<file path="src/rtl/trilinear_lut_interpolator_top_defines.svh">
// Assertion macros shared by the trilinear LUT interpolator RTL.
// No dependencies; pulled in by the files that carry assertions.
`ifndef TRILINEAR_LUT_INTERPOLATOR_TOP_DEFINES_SVH
`define TRILINEAR_LUT_INTERPOLATOR_TOP_DEFINES_SVH

// Same-cycle implication, disabled while reset is asserted.
`define TLI_ASSERT_IMPL(label, ck, rn, ante, cons) \
  label: assert property (@(posedge ck) disable iff (!rn) (ante) |-> (cons)) \
    else $error("implication check failed");

// Next-cycle implication, disabled while reset is asserted.
`define TLI_ASSERT_NEXT(label, ck, rn, ante, cons) \
  label: assert property (@(posedge ck) disable iff (!rn) (ante) |=> (cons)) \
    else $error("next-cycle check failed");

`endif

</file>
<file path="src/rtl/tli_pkg.sv">
// Shared widths, command codes and request types for the trilinear LUT interpolator.
// No dependencies.
`timescale 1ns / 1ps
`default_nettype none
package tli_pkg;

  localparam int COORD_W   = 24;
  localparam int VAL_W     = 16;
  localparam int NUM_VALS  = 4;
  localparam int ENTRY_W   = 64;
  localparam int TADDR_W   = 12;
  localparam int IDX_W     = 4;
  localparam int PTS_W     = 5;
  localparam int CMD_W     = 2;
  localparam int SEL_W     = 2;
  localparam int CFG_IDX_W = 2;
  localparam int NUM_BANKS = 8;
  localparam int BANK_AW   = 9;

  localparam logic [CMD_W-1:0] CMD_AXIS_WR  = 2'd0;
  localparam logic [CMD_W-1:0] CMD_TABLE_WR = 2'd1;
  localparam logic [CMD_W-1:0] CMD_QUERY    = 2'd2;

  localparam logic [SEL_W-1:0] AXIS_AEROSOL = 2'd0;
  localparam logic [SEL_W-1:0] AXIS_WATER   = 2'd1;
  localparam logic [SEL_W-1:0] AXIS_WAVE    = 2'd2;

  localparam logic [CFG_IDX_W-1:0] CFG_AEROSOL_PTS = 2'd0;
  localparam logic [CFG_IDX_W-1:0] CFG_WATER_PTS   = 2'd1;
  localparam logic [CFG_IDX_W-1:0] CFG_WAVE_PTS    = 2'd2;

  // Axis point write request handed to one locator.
  typedef struct packed {
    logic               we;
    logic [IDX_W-1:0]   idx;
    logic [COORD_W-1:0] val;
  } axis_wr_t;

endpackage
`default_nettype wire

</file>
<file path="src/rtl/tli_ram.sv">
// Generic single-write, single-read RAM with registered read data.
// No dependencies.
`timescale 1ns / 1ps
`default_nettype none
module tli_ram #(
  parameter int WIDTH = 64,
  parameter int DEPTH = 512
) (
  input  wire logic                       clk,
  input  wire logic                       we,
  input  wire logic [$clog2(DEPTH)-1:0]   waddr,
  input  wire logic [WIDTH-1:0]           wdata,
  input  wire logic [$clog2(DEPTH)-1:0]   raddr,
  output logic      [WIDTH-1:0]           rdata
);

  logic [WIDTH-1:0] mem_r [DEPTH];
  logic [WIDTH-1:0] rdata_r;

  always_ff @(posedge clk) begin
    if (we) begin
      mem_r[waddr] <= wdata;
    end
    rdata_r <= mem_r[raddr];
  end

  assign rdata = rdata_r;

endmodule
`default_nettype wire

</file>
<file path="src/rtl/tli_wdiv.sv">
// Pipelined restoring divider forming the interpolation weight, two quotient bits per stage.
// Depends on tli_pkg.
`timescale 1ns / 1ps
`default_nettype none
module tli_wdiv #(
  parameter int FRAC_BITS = 16
) (
  input  wire logic                          clk,
  input  wire logic [tli_pkg::COORD_W-1:0]   rem_in,
  input  wire logic [tli_pkg::COORD_W-1:0]   div_in,
  input  wire logic                          zero_in,
  input  wire logic                          sat_in,
  input  wire logic [tli_pkg::IDX_W-1:0]     idx_in,
  output logic      [FRAC_BITS:0]            w_out,
  output logic      [tli_pkg::IDX_W-1:0]     idx_out
);

  localparam int DS = (FRAC_BITS + 1) / 2;
  localparam int CW = tli_pkg::COORD_W;

  logic [CW-1:0]             rem_src [DS];
  logic [CW-1:0]             div_src [DS];
  logic [FRAC_BITS-1:0]      quo_src [DS];
  logic                      zero_src [DS];
  logic                      sat_src [DS];
  logic [tli_pkg::IDX_W-1:0] idx_src [DS];

  logic [CW-1:0]             rem_nxt [DS];
  logic [FRAC_BITS-1:0]      quo_nxt [DS];

  logic [CW-1:0]             rem_r [DS];
  logic [CW-1:0]             div_r [DS];
  logic [FRAC_BITS-1:0]      quo_r [DS];
  logic                      zero_r [DS];
  logic                      sat_r [DS];
  logic [tli_pkg::IDX_W-1:0] idx_r [DS];

  for (genvar s = 0; s < DS; s++) begin : g_stage
    if (s == 0) begin : g_first
      assign rem_src[s]  = rem_in;
      assign div_src[s]  = div_in;
      assign quo_src[s]  = '0;
      assign zero_src[s] = zero_in;
      assign sat_src[s]  = sat_in;
      assign idx_src[s]  = idx_in;
    end else begin : g_next
      assign rem_src[s]  = rem_r[s-1];
      assign div_src[s]  = div_r[s-1];
      assign quo_src[s]  = quo_r[s-1];
      assign zero_src[s] = zero_r[s-1];
      assign sat_src[s]  = sat_r[s-1];
      assign idx_src[s]  = idx_r[s-1];
    end

    // Shift in one quotient bit per step; skip steps past the fraction width.
    always_comb begin : p_steps
      logic [CW:0]          r2;
      logic [CW-1:0]        rem_v;
      logic [FRAC_BITS-1:0] quo_v;
      rem_v = rem_src[s];
      quo_v = quo_src[s];
      for (int b = 0; b < 2; b++) begin
        if ((2 * s + b) < FRAC_BITS) begin
          r2 = {rem_v, 1'b0};
          if (r2 >= {1'b0, div_src[s]}) begin
            r2    = r2 - {1'b0, div_src[s]};
            quo_v = {quo_v[FRAC_BITS-2:0], 1'b1};
          end else begin
            quo_v = {quo_v[FRAC_BITS-2:0], 1'b0};
          end
          rem_v = r2[CW-1:0];
        end
      end
      rem_nxt[s] = rem_v;
      quo_nxt[s] = quo_v;
    end

    always_ff @(posedge clk) begin
      rem_r[s]  <= rem_nxt[s];
      quo_r[s]  <= quo_nxt[s];
      div_r[s]  <= div_src[s];
      zero_r[s] <= zero_src[s];
      sat_r[s]  <= sat_src[s];
      idx_r[s]  <= idx_src[s];
    end
  end

  always_comb begin
    if (zero_r[DS-1]) begin
      w_out = '0;
    end else if (sat_r[DS-1]) begin
      w_out = {1'b1, {FRAC_BITS{1'b0}}};
    end else begin
      w_out = {1'b0, quo_r[DS-1]};
    end
  end

  assign idx_out = idx_r[DS-1];

endmodule
`default_nettype wire

</file>
<file path="src/rtl/tli_locate.sv">
// One grid axis: point storage, clamp, bracket search and weight division pipeline.
// Depends on tli_pkg, tli_ram and tli_wdiv.
`timescale 1ns / 1ps
`default_nettype none
module tli_locate #(
  parameter int MAX_POINTS = 16,
  parameter int FRAC_BITS  = 16
) (
  input  wire logic                          clk,
  input  wire logic                          rst_n,
  input  wire tli_pkg::axis_wr_t             wr,
  input  wire logic [tli_pkg::COORD_W-1:0]   q,
  input  wire logic [tli_pkg::PTS_W-1:0]     points,
  output logic      [tli_pkg::IDX_W-1:0]     lo,
  output logic      [FRAC_BITS:0]            w
);

  localparam int PT_LIMIT = (MAX_POINTS < 16) ? MAX_POINTS : 16;
  localparam int AW       = $clog2(PT_LIMIT);
  localparam int CW       = tli_pkg::COORD_W;
  localparam int IW       = tli_pkg::IDX_W;
  localparam int PW       = tli_pkg::PTS_W;

  logic [CW-1:0]    front_r [PT_LIMIT];
  logic [PW-1:0]    n_eff;
  logic [PW-1:0]    nm1;
  logic [PW-1:0]    nm2;
  logic [CW-1:0]    top_v;
  logic [CW-1:0]    q_lo;
  logic [CW-1:0]    qc;
  logic [(1<<IW)-1:0] flags;
  logic             wr_ok;

  logic [CW-1:0]      qc1_r;
  logic [(1<<IW)-1:0] flags1_r;
  logic               low1_r;
  logic               high1_r;
  logic               wr1_we_r;
  logic [IW-1:0]      wr1_idx_r;
  logic [CW-1:0]      wr1_val_r;

  logic [PW-1:0] lo_v;
  logic [PW-1:0] hi_v;
  logic [PW-1:0] mid;
  logic [IW-1:0] lo_sel;
  logic [IW-1:0] hi_sel;

  logic [IW-1:0] lo2_r;
  logic [CW-1:0] qc2_r;
  logic [CW-1:0] lv;
  logic [CW-1:0] hv;

  logic signed [CW:0] d;
  logic signed [CW:0] off;
  logic               zero;
  logic               sat;

  always_comb begin
    if (points < 5'd2) begin
      n_eff = 5'd2;
    end else if (points > PW'(PT_LIMIT)) begin
      n_eff = PW'(PT_LIMIT);
    end else begin
      n_eff = points;
    end
  end

  assign nm1   = n_eff - 5'd1;
  assign nm2   = n_eff - 5'd2;
  assign top_v = front_r[nm1[AW-1:0]];
  assign wr_ok = wr.we && ({1'b0, wr.idx} < PW'(PT_LIMIT));

  // Clamp the lower end first, then the upper end.
  assign q_lo = (q < front_r[0]) ? front_r[0] : q;
  assign qc   = (q_lo > top_v) ? top_v : q_lo;

  for (genvar i = 0; i < (1 << IW); i++) begin : g_flag
    if (i < PT_LIMIT) begin : g_used
      assign flags[i] = (front_r[i] <= qc);
    end else begin : g_unused
      assign flags[i] = 1'b0;
    end
  end

  always_ff @(posedge clk) begin
    if (wr_ok) begin
      front_r[wr.idx[AW-1:0]] <= wr.val;
    end
    qc1_r     <= qc;
    flags1_r  <= flags;
    low1_r    <= (qc <= front_r[0]);
    high1_r   <= (qc >= top_v);
    wr1_idx_r <= wr.idx;
    wr1_val_r <= wr.val;
  end

  always_ff @(posedge clk) begin
    if (!rst_n) begin
      wr1_we_r <= 1'b0;
    end else begin
      wr1_we_r <= wr_ok;
    end
  end

  // Binary search over the registered compare flags.
  always_comb begin
    lo_v = '0;
    hi_v = nm1;
    mid  = '0;
    for (int k = 0; k < IW; k++) begin
      if ((hi_v - lo_v) > 5'd1) begin
        mid = (lo_v + hi_v) >> 1;
        if (flags1_r[mid[IW-1:0]]) begin
          lo_v = mid;
        end else begin
          hi_v = mid;
        end
      end
    end
    if (low1_r) begin
      lo_sel = '0;
    end else if (high1_r) begin
      lo_sel = nm2[IW-1:0];
    end else begin
      lo_sel = lo_v[IW-1:0];
    end
  end

  assign hi_sel = lo_sel + 4'd1;

  // Two more copies of the axis, updated in pipeline order for the interval reads.
  tli_ram #(.WIDTH(CW), .DEPTH(PT_LIMIT)) u_lo_ram (
    .clk   (clk),
    .we    (wr1_we_r),
    .waddr (wr1_idx_r[AW-1:0]),
    .wdata (wr1_val_r),
    .raddr (lo_sel[AW-1:0]),
    .rdata (lv)
  );

  tli_ram #(.WIDTH(CW), .DEPTH(PT_LIMIT)) u_hi_ram (
    .clk   (clk),
    .we    (wr1_we_r),
    .waddr (wr1_idx_r[AW-1:0]),
    .wdata (wr1_val_r),
    .raddr (hi_sel[AW-1:0]),
    .rdata (hv)
  );

  always_ff @(posedge clk) begin
    lo2_r <= lo_sel;
    qc2_r <= qc1_r;
  end

  assign d    = $signed({1'b0, hv}) - $signed({1'b0, lv});
  assign off  = $signed({1'b0, qc2_r}) - $signed({1'b0, lv});
  assign zero = !((d > 25'sd0) && (off > 25'sd0));
  assign sat  = (off >= d);

  tli_wdiv #(.FRAC_BITS(FRAC_BITS)) u_wdiv (
    .clk     (clk),
    .rem_in  (off[CW-1:0]),
    .div_in  (d[CW-1:0]),
    .zero_in (zero),
    .sat_in  (sat),
    .idx_in  (lo2_r),
    .w_out   (w),
    .idx_out (lo)
  );

endmodule
`default_nettype wire

</file>
<file path="config.mk">
export PLATFORM = sky130hd
export DESIGN_NAME = tli_locate
export DESIGN_NICKNAME = d
export VERILOG_FILES = /design/src/rtl/trilinear_lut_interpolator_top_defines.svh /design/src/rtl/tli_pkg.sv /design/src/rtl/tli_ram.sv /design/src/rtl/tli_wdiv.sv /design/src/rtl/tli_locate.sv
export SDC_FILE = /design/constraint.sdc
export NUM_CORES = 2
export LEC_CHECK = 0
export BUFFER_PORTS_ARGS = -buffer_cell sky130_fd_sc_hd__buf_4
export CAP_MARGIN = 10
export CORE_UTILIZATION = 29
export CTS_CLUSTER_SIZE = 30
export DETAILED_ROUTE_END_ITERATION = 8
export PLACE_DENSITY = 0.52
export SLEW_MARGIN = 20
export SYNTH_ARGS = -nofsm -noshare
export SYNTH_HDL_FRONTEND = slang
export SYNTH_HIERARCHICAL = 1
export SYNTH_SLANG_ARGS = --single-unit
</file>
<file path="constraint.sdc">
create_clock -name clk -period 11.6 [get_ports clk]
set_input_delay 0.58 -clock clk [delete_from_list [all_inputs] [get_ports clk]]
set_output_delay 0.58 -clock clk [all_outputs]
set_load 0.03 [all_outputs]
</file>
# After elaboration in Yosys (flattened, before gate mapping)
# Memory sizes are Yosys's and may differ from the RTL's. A register that Yosys moved wholly into a read port is not among the register bits.
# Index checks and enable logic that the tools add are counted.
# W data, S select, Z words.
dict set report word_totals {
  n_memories 9
  register_bits 99
  ram_bits 1712
  elab_cells 162
  out_inout_bits 21
}
# name depth width read_ports rd_clocked_by_memory_dff wr line_no
set memory_table {}
lappend memory_table {front_r 16 24 17 0 1 tli_locate.sv:24} ;# logic [CW-1:0] front_r [PT_LIMIT];
lappend memory_table {u_hi_ram.mem_r 16 24 1 1 1 tli_ram.sv:17} ;# logic [WIDTH-1:0] mem_r [DEPTH];
lappend memory_table {u_lo_ram.mem_r 16 24 1 1 1 tli_ram.sv:17}
lappend memory_table {u_wdiv.div_r 8 24 7 0 8 tli_wdiv.sv:32} ;# logic [CW-1:0] div_r [DS];
lappend memory_table {u_wdiv.rem_r 8 24 7 0 8 tli_wdiv.sv:31} ;# logic [CW-1:0] rem_r [DS];
lappend memory_table {u_wdiv.quo_r 8 16 8 0 8 tli_wdiv.sv:33} ;# logic [FRAC_BITS-1:0] quo_r [DS];
lappend memory_table {{+3 memories} -- -- -- -- -- --}
dict set report classes {
  n_reduce_logical 2
  n_lt_le_gt_ge 49
  n_mux 66
  addsub 27
}
# operator count
set op_table {}
lappend op_table {{$mux W24} 18}
lappend op_table {{$le A24 B24 Y1} 17}
lappend op_table {{$ge A25 B24 Y1} 16}
lappend op_table {{$sub A24 B24 Y24} 16}
lappend op_table {{$mux W5} 12}
lappend op_table {{$gt A25 B1 Y1 const B} 2}
lappend op_table {{$sub A24 B24 Y25} 2}
lappend op_table {{$mux W17} 2}
lappend op_table {{$ge A25 B25 Y1} 1}
lappend op_table {{$ge A24 B24 Y1} 1}
lappend op_table {{$gt A24 B24 Y1} 1}
lappend op_table {{$lt A24 B24 Y1} 1}
lappend op_table {{$mux W1} 24}
lappend op_table {{$mux W4} 6}
lappend op_table {{$gt A5 B1 Y1 const B} 4}
lappend op_table {{$lt A4 B5 Y1 const B} 4}
lappend op_table {{$bmux W1 S4} 4}
lappend op_table {{$add A5 B5 Y5} 3}
lappend op_table {{$sub A5 B5 Y5} 3}
lappend op_table {{$gt A5 B5 Y1 const B} 1}
lappend op_table {{$lt A5 B2 Y1 const B} 1}
lappend op_table {{$sub A5 B1 Y5 const B} 1}
lappend op_table {{$add A4 B1 Y4 const B} 1}
lappend op_table {{$sub A4 B2 Y4 const B} 1}
lappend op_table {{other kinds (2)} 2}

# Logic depth before layout (Yosys ltp)
dict set report logic_depth {
  ltp_word 26
  mapped_depth 56
  ltp_nobuf 51
}

# Hierarchy
# The synthesis kept the hierarchy.
# mod area_per_inst_um2 cells_each n_inst seq_area_each_um2
set modules_own_cells {}
lappend modules_own_cells {tli_locate 32995.4 2835 1 13513.0}
lappend modules_own_cells {tli_wdiv 32359.8 3663 1 9128.8}
lappend modules_own_cells {tli_ram 14930.6 636 2 12011.5}

# Worst setup path before layout
# OpenSTA, ideal clock, no wires.
dict set report synth_path {
  kind {in2reg}
  from {input port points[1] in the netlist's numbering}
  to {register u_hi_ram.rdata_r[10] (netlist: u_hi_ram/rdata[10]), read port of u_hi_ram.mem_r}
  setup_time_ns 0.120
  cell_stages 49
  arrival_ns 12.637
  n_path_buf 8
  t_required_ns 11.480
  path_slack_ns -1.157
  path_cell_list {nor3_1 -> nor2b_1 -> inv_2 -> buf_1 -> buf_1 -> ha_1 -> buf_2 -> inv_2 -> mux4_2 -> mux2i_1 -> mux2i_1 -> nor2_1 -> mux2i_1 -> ha_1 -> a21o_1 -> a21oi_1 -> xnor2_1 -> mux4_2 -> (+13 left out) -> fa_1 -> clkbuf_1 -> mux4_2 -> mux2i_1 -> mux2i_1 -> mux2i_1 -> a21oi_2 -> a21oi_1 -> a21bo_2 -> nand2_1 -> inv_1 -> ha_1 -> clkbuf_1 -> buf_2 -> buf_2 -> mux4_2 -> a22oi_1 -> nand2_1}
}
dict set report synth_via {
  elab_chain_cells 26
  elab_cells_between_ends 41
  cone_classes {9 x add/sub; 6 x order compare; 26 x mux}
}
# element line_no
set synth_lines {}
lappend synth_lines {{start, declared} tli_locate.sv:13} ;# input wire logic [tli_pkg::PTS_W-1:0] points,
lappend synth_lines {{$gt A5 B5 Y1} tli_locate.sv:61} ;# end else if (points > PW'(PT_LIMIT)) begin
lappend synth_lines {{$mux W5} tli_locate.sv:61}
lappend synth_lines {{$mux W5 *} tli_locate.sv:59} ;# if (points < 5'd2) begin
lappend synth_lines {{$sub A5 B1 Y5} tli_locate.sv:68} ;# assign nm1 = n_eff - 5'd1;
lappend synth_lines {{$bmux W1 S4} tli_locate.sv:113} ;# if (flags1_r[mid[IW-1:0]]) begin
lappend synth_lines {{$mux W1 (implied by the code)} tli_locate.sv:113}
lappend synth_lines {{$mux W4 or $mux W5 (tied branches)} tli_locate.sv:113}
lappend synth_lines {{$mux W4 or $mux W5 (tied branches)} tli_locate.sv:111} ;# if ((hi_v - lo_v) > 5'd1) begin
lappend synth_lines {{(+11 left out)} --}
lappend synth_lines {{$bmux W1 S4} tli_locate.sv:113}
lappend synth_lines {{$mux W1 (implied by the code)} tli_locate.sv:113}
lappend synth_lines {{$mux W4} tli_locate.sv:113}
lappend synth_lines {{$mux W4} tli_locate.sv:111}
lappend synth_lines {{$mux W4 *} tli_locate.sv:122} ;# end else if (high1_r) begin
lappend synth_lines {{$mux W4 *} tli_locate.sv:120} ;# if (low1_r) begin
lappend synth_lines {{$add A4 B1 Y4 *} tli_locate.sv:129} ;# assign hi_sel = lo_sel + 4'd1;
lappend synth_lines {{via hi_sel[0]} tli_locate.sv:46} ;# logic [IW-1:0] hi_sel;
lappend synth_lines {{end, declared} tli_ram.sv:18} ;# logic [WIDTH-1:0] rdata_r;
# Mark *: on every way through the listed nets, which the timed path passes. The rest lies on a longest branch. The select of a mux whose other input is x is not followed.
# A chain may end at the register's enable or synchronous reset.

# Worst setup path after layout
dict set report layout_path {
  from {input port points[1] in the netlist's numbering}
  to {register u_hi_ram.rdata_r[8] (netlist: u_hi_ram/rdata[8]), read port of u_hi_ram.mem_r}
}
# Same word-level chain as after synthesis.

==> run metrics <==
post-route ant nets=0; synthesized netlist cell count=7,770; hold crit path type=in2reg; area of the die=330,600 µm²; Final Core Density=33.53%; final hold slack=0.2468 ns; gr usage total=15.95%; area of the multi-input gates=46,160 µm²; Mapped Nets=8,779; global routing's busiest layer=met2; gr ovfl total=0; most used cell, CP=mux2i_1; M2 GR Usage=26.79%; crit path max fanout=27; first-pass GRT wire length=405.5 mm; CP bufs+invs=10; crit end category=register; WP depth=50; Max Clock Freq=93.07 MHz; asr flop ratio synth=0%; DP HPWL=201.9 mm; Critical Path AT=11.48 ns; via count=63.61k; met1 Use GR=21.81%; largest net degree at the start of global routing=49; Unique masters post-synth=124; YS warnings=6; Slowest-stage cell, CP=mux4_2; sequential area share after synthesis=49.01%; Worst Tran Pin Value=1.111 ns; htree depth=4; Max Cap Viol=0; number of core rows=210; via density per instance=5.048; register area=46,690 µm²; FILL cells=32.24k; min Tclk post-route=10.74 ns; post-route design area=109,600 µm²; Final WS setup=0.8558 ns; Clock transition at path regs=0.06 ns; initial antenna violation count=11; Die Span Y=575 µm; TritonCTS clock tree=built; clock net sink count=1,755; status=completed; Most used DFF post-synth=edfxtp_1; met3 Resource Use GR=1.795%; startpoint types=input pin; critical path's largest stage delay=0.56 ns; Initial DRC Count=4,870; Pins Over Slew Limit=0; CP delay by family, top=multiplexers; Post-synth EDFFs=1,152; GP Congestion=0.8748; via count of the first global-routing pass=64.06k; final WL=270.5 mm; First-pass DRT Iterations=5; Slew headroom=25.87%; Starting Density=29.13%; Area Growth Syn to Fin=15.10%; clk buf depth=4; die span in x=575 µm; fraction of layout cells with a size suffix above 1=16.31%; # DRC=0; DR WL/cell=21.47 µm; I/O pins=81; worst slack at placement=-0.1450 ns; Syn Area/Cell=12.25 µm²; core outline area=326,900 µm²; clock skew=0.1357 ns; Nets=9,097; Req. time, crit path=12.34 ns; final setup fails=0; root buffer cell=clkbuf_16; IO Port Bufs=80; Setup CP Type=in2reg; final hold vios=0; WHS Path Cells=3; Num CTS Buffers=200; Yosys reg bits=1,755; Skew-Pair Late Insertion Delay=0.90 ns; Post-DP Area=102,300 µm²; r2r worst-path depth=43; final worst-path cycle share=92.62%; Synth Cell Area=95,220 µm²
==> Yosys cell counts, types with 15 or more instances <==
library cell / count / share of area, %
edfxtp_1: 1152 / 36
ha_1: 933 / 12
dfxtp_1: 603 / 13
inv_1: 454 / 1.8
a21oi_1: 442 / 2.3
nand2_1: 424 / 1.7
nor2_1: 371 / 1.5
o21ai_0: 339 / 1.8
mux4_2: 300 / 7.1
mux2_2: 205 / 2.4
xnor2_1: 192 / 1.8
a21o_1: 173 / 1.4
nor2b_1: 171 / 1.1
nand4_1: 165 / 1.1
nand2b_1: 149 / 0.98
o21a_1: 149 / 1.2
xor2_1: 122 / 1.1
nor3_1: 105 / 0.55
clkbuf_1: 104 / 0.41
a22oi_1: 99 / 0.78
nand3_1: 76 / 0.40
mux2i_1: 69 / 0.73
and3_1: 65 / 0.43
a31oi_1: 60 / 0.39
and2_1: 50 / 0.33
buf_2: 45 / 0.24
o21bai_1: 44 / 0.35
o31ai_1: 43 / 0.34
mux2_1: 38 / 0.45
mux2_4: 36 / 0.57
a211oi_1: 34 / 0.27
a31o_2: 29 / 0.27
a211o_1: 28 / 0.26
or3_1: 28 / 0.18
o211ai_1: 26 / 0.20
nor4_1: 24 / 0.16
o31a_1: 24 / 0.22
a221oi_1: 22 / 0.20
buf_6: 20 / 0.24
a21boi_0: 18 / 0.14
nand3b_1: 18 / 0.14
or2_2: 18 / 0.12
and4_1: 16 / 0.15
fa_1: 16 / 0.34
a2111oi_0: 15 / 0.14
==> registers in the layout, indices dropped and copies added (netlist names), 16 cells and up <==
signal / cells
front_r: 384
u_hi_ram/mem_r: 384
u_lo_ram/mem_r: 384
u_wdiv/div_r: 168
u_wdiv/rem_r: 168
u_wdiv/quo_r: 72
u_wdiv/idx_r: 32
qc1_r: 24
qc2_r: 24
u_hi_ram/rdata: 24
u_lo_ram/rdata: 24
wr1_val_r: 24
flags1_r: 16
==> metrics by stage <==
step	setup TNS (ns)	instances
final	0	12600
after global routing	-0.01562	12600
after CTS	0	12590
after detailed placement	-2.339	12200
after global placement	0	12200
after floorplan	0	7770
==> layout make-up <==
type                    count  share of cell area, %
flip-flops and latches   1755                  42.60
multi-input cells        5367                  42.12
clock buffers             259                  5.069
well taps                4346                  4.962
repair buffers            303                  2.418
inverters                 461                  1.595
clock inverters           104                  1.226
diodes                      5                0.01142
==> placed cells by master (no fill, tap or decap), types with 191 or more instances in the layout <==
cell / Yosys / layout
buf_4: 7 / 249
clkbuf_16: 0 / 204
nand2_1: 424 / 423
ha_1: 933 / 932
o21ai_0: 339 / 338
mux4_2: 300 / 300
edfxtp_1: 1152 / 1152
inv_1: 454 / 453
nor2_1: 371 / 328
dfxtp_1: 603 / 586
mux2_2: 205 / 205
xnor2_1: 192 / 191
a21oi_1: 442 / 441
==> cells by family (layout without fill, tap and decap cells) <==
family,Yosys count,after routing,share of synthesized area (%)
buffers and inverters,648,1127,2.841
and+or+nand+nor,1740,1740,9.372
muxes,648,648,11.26
adders and majority gates,949,949,12.60
AOI/OAI and AO/OA,1713,1713,11.98
other,0,5,0
DFF,1755,1755,49.01
xor gates and xnor gates,317,317,2.940
==> routing by layer <==
layer,routed length (µm),vias to the layer above
met1,124200,31420
li1,-,30250
met5,0,-
met2,127700,1593
met3,12240,352
met4,6417,0
==> final timing paths <==
check	end	slack, ns	startpoint
worst max-delay path	u_hi_ram/rdata[8]	0.86	points[1]
worst min register to register	qc2_r[18]	0.27	qc1_r[18]
worst max register to register	u_hi_ram/rdata[8]	1.33	flags1_r[6]
worst min-delay path	qc1_r[15]	0.25	q[15]
==> repair_timing <==
action                                  in CTS  in global routing
resized for setup                            0                  2
hold endpoints to repair                    58                  0
hold buffers                                30                  0
endpoints found under the setup margin       0                 48
setup buffers                                0                  2
==> tightest hold or removal path, stage by stage <==
cell and delay (ns):
buf_4 0.12, mux2_2 0.18, mux2_2 0.19
Power is not shown: default switching activity piles up to over one toggle a cycle in this logic, so the estimate is an artifact.
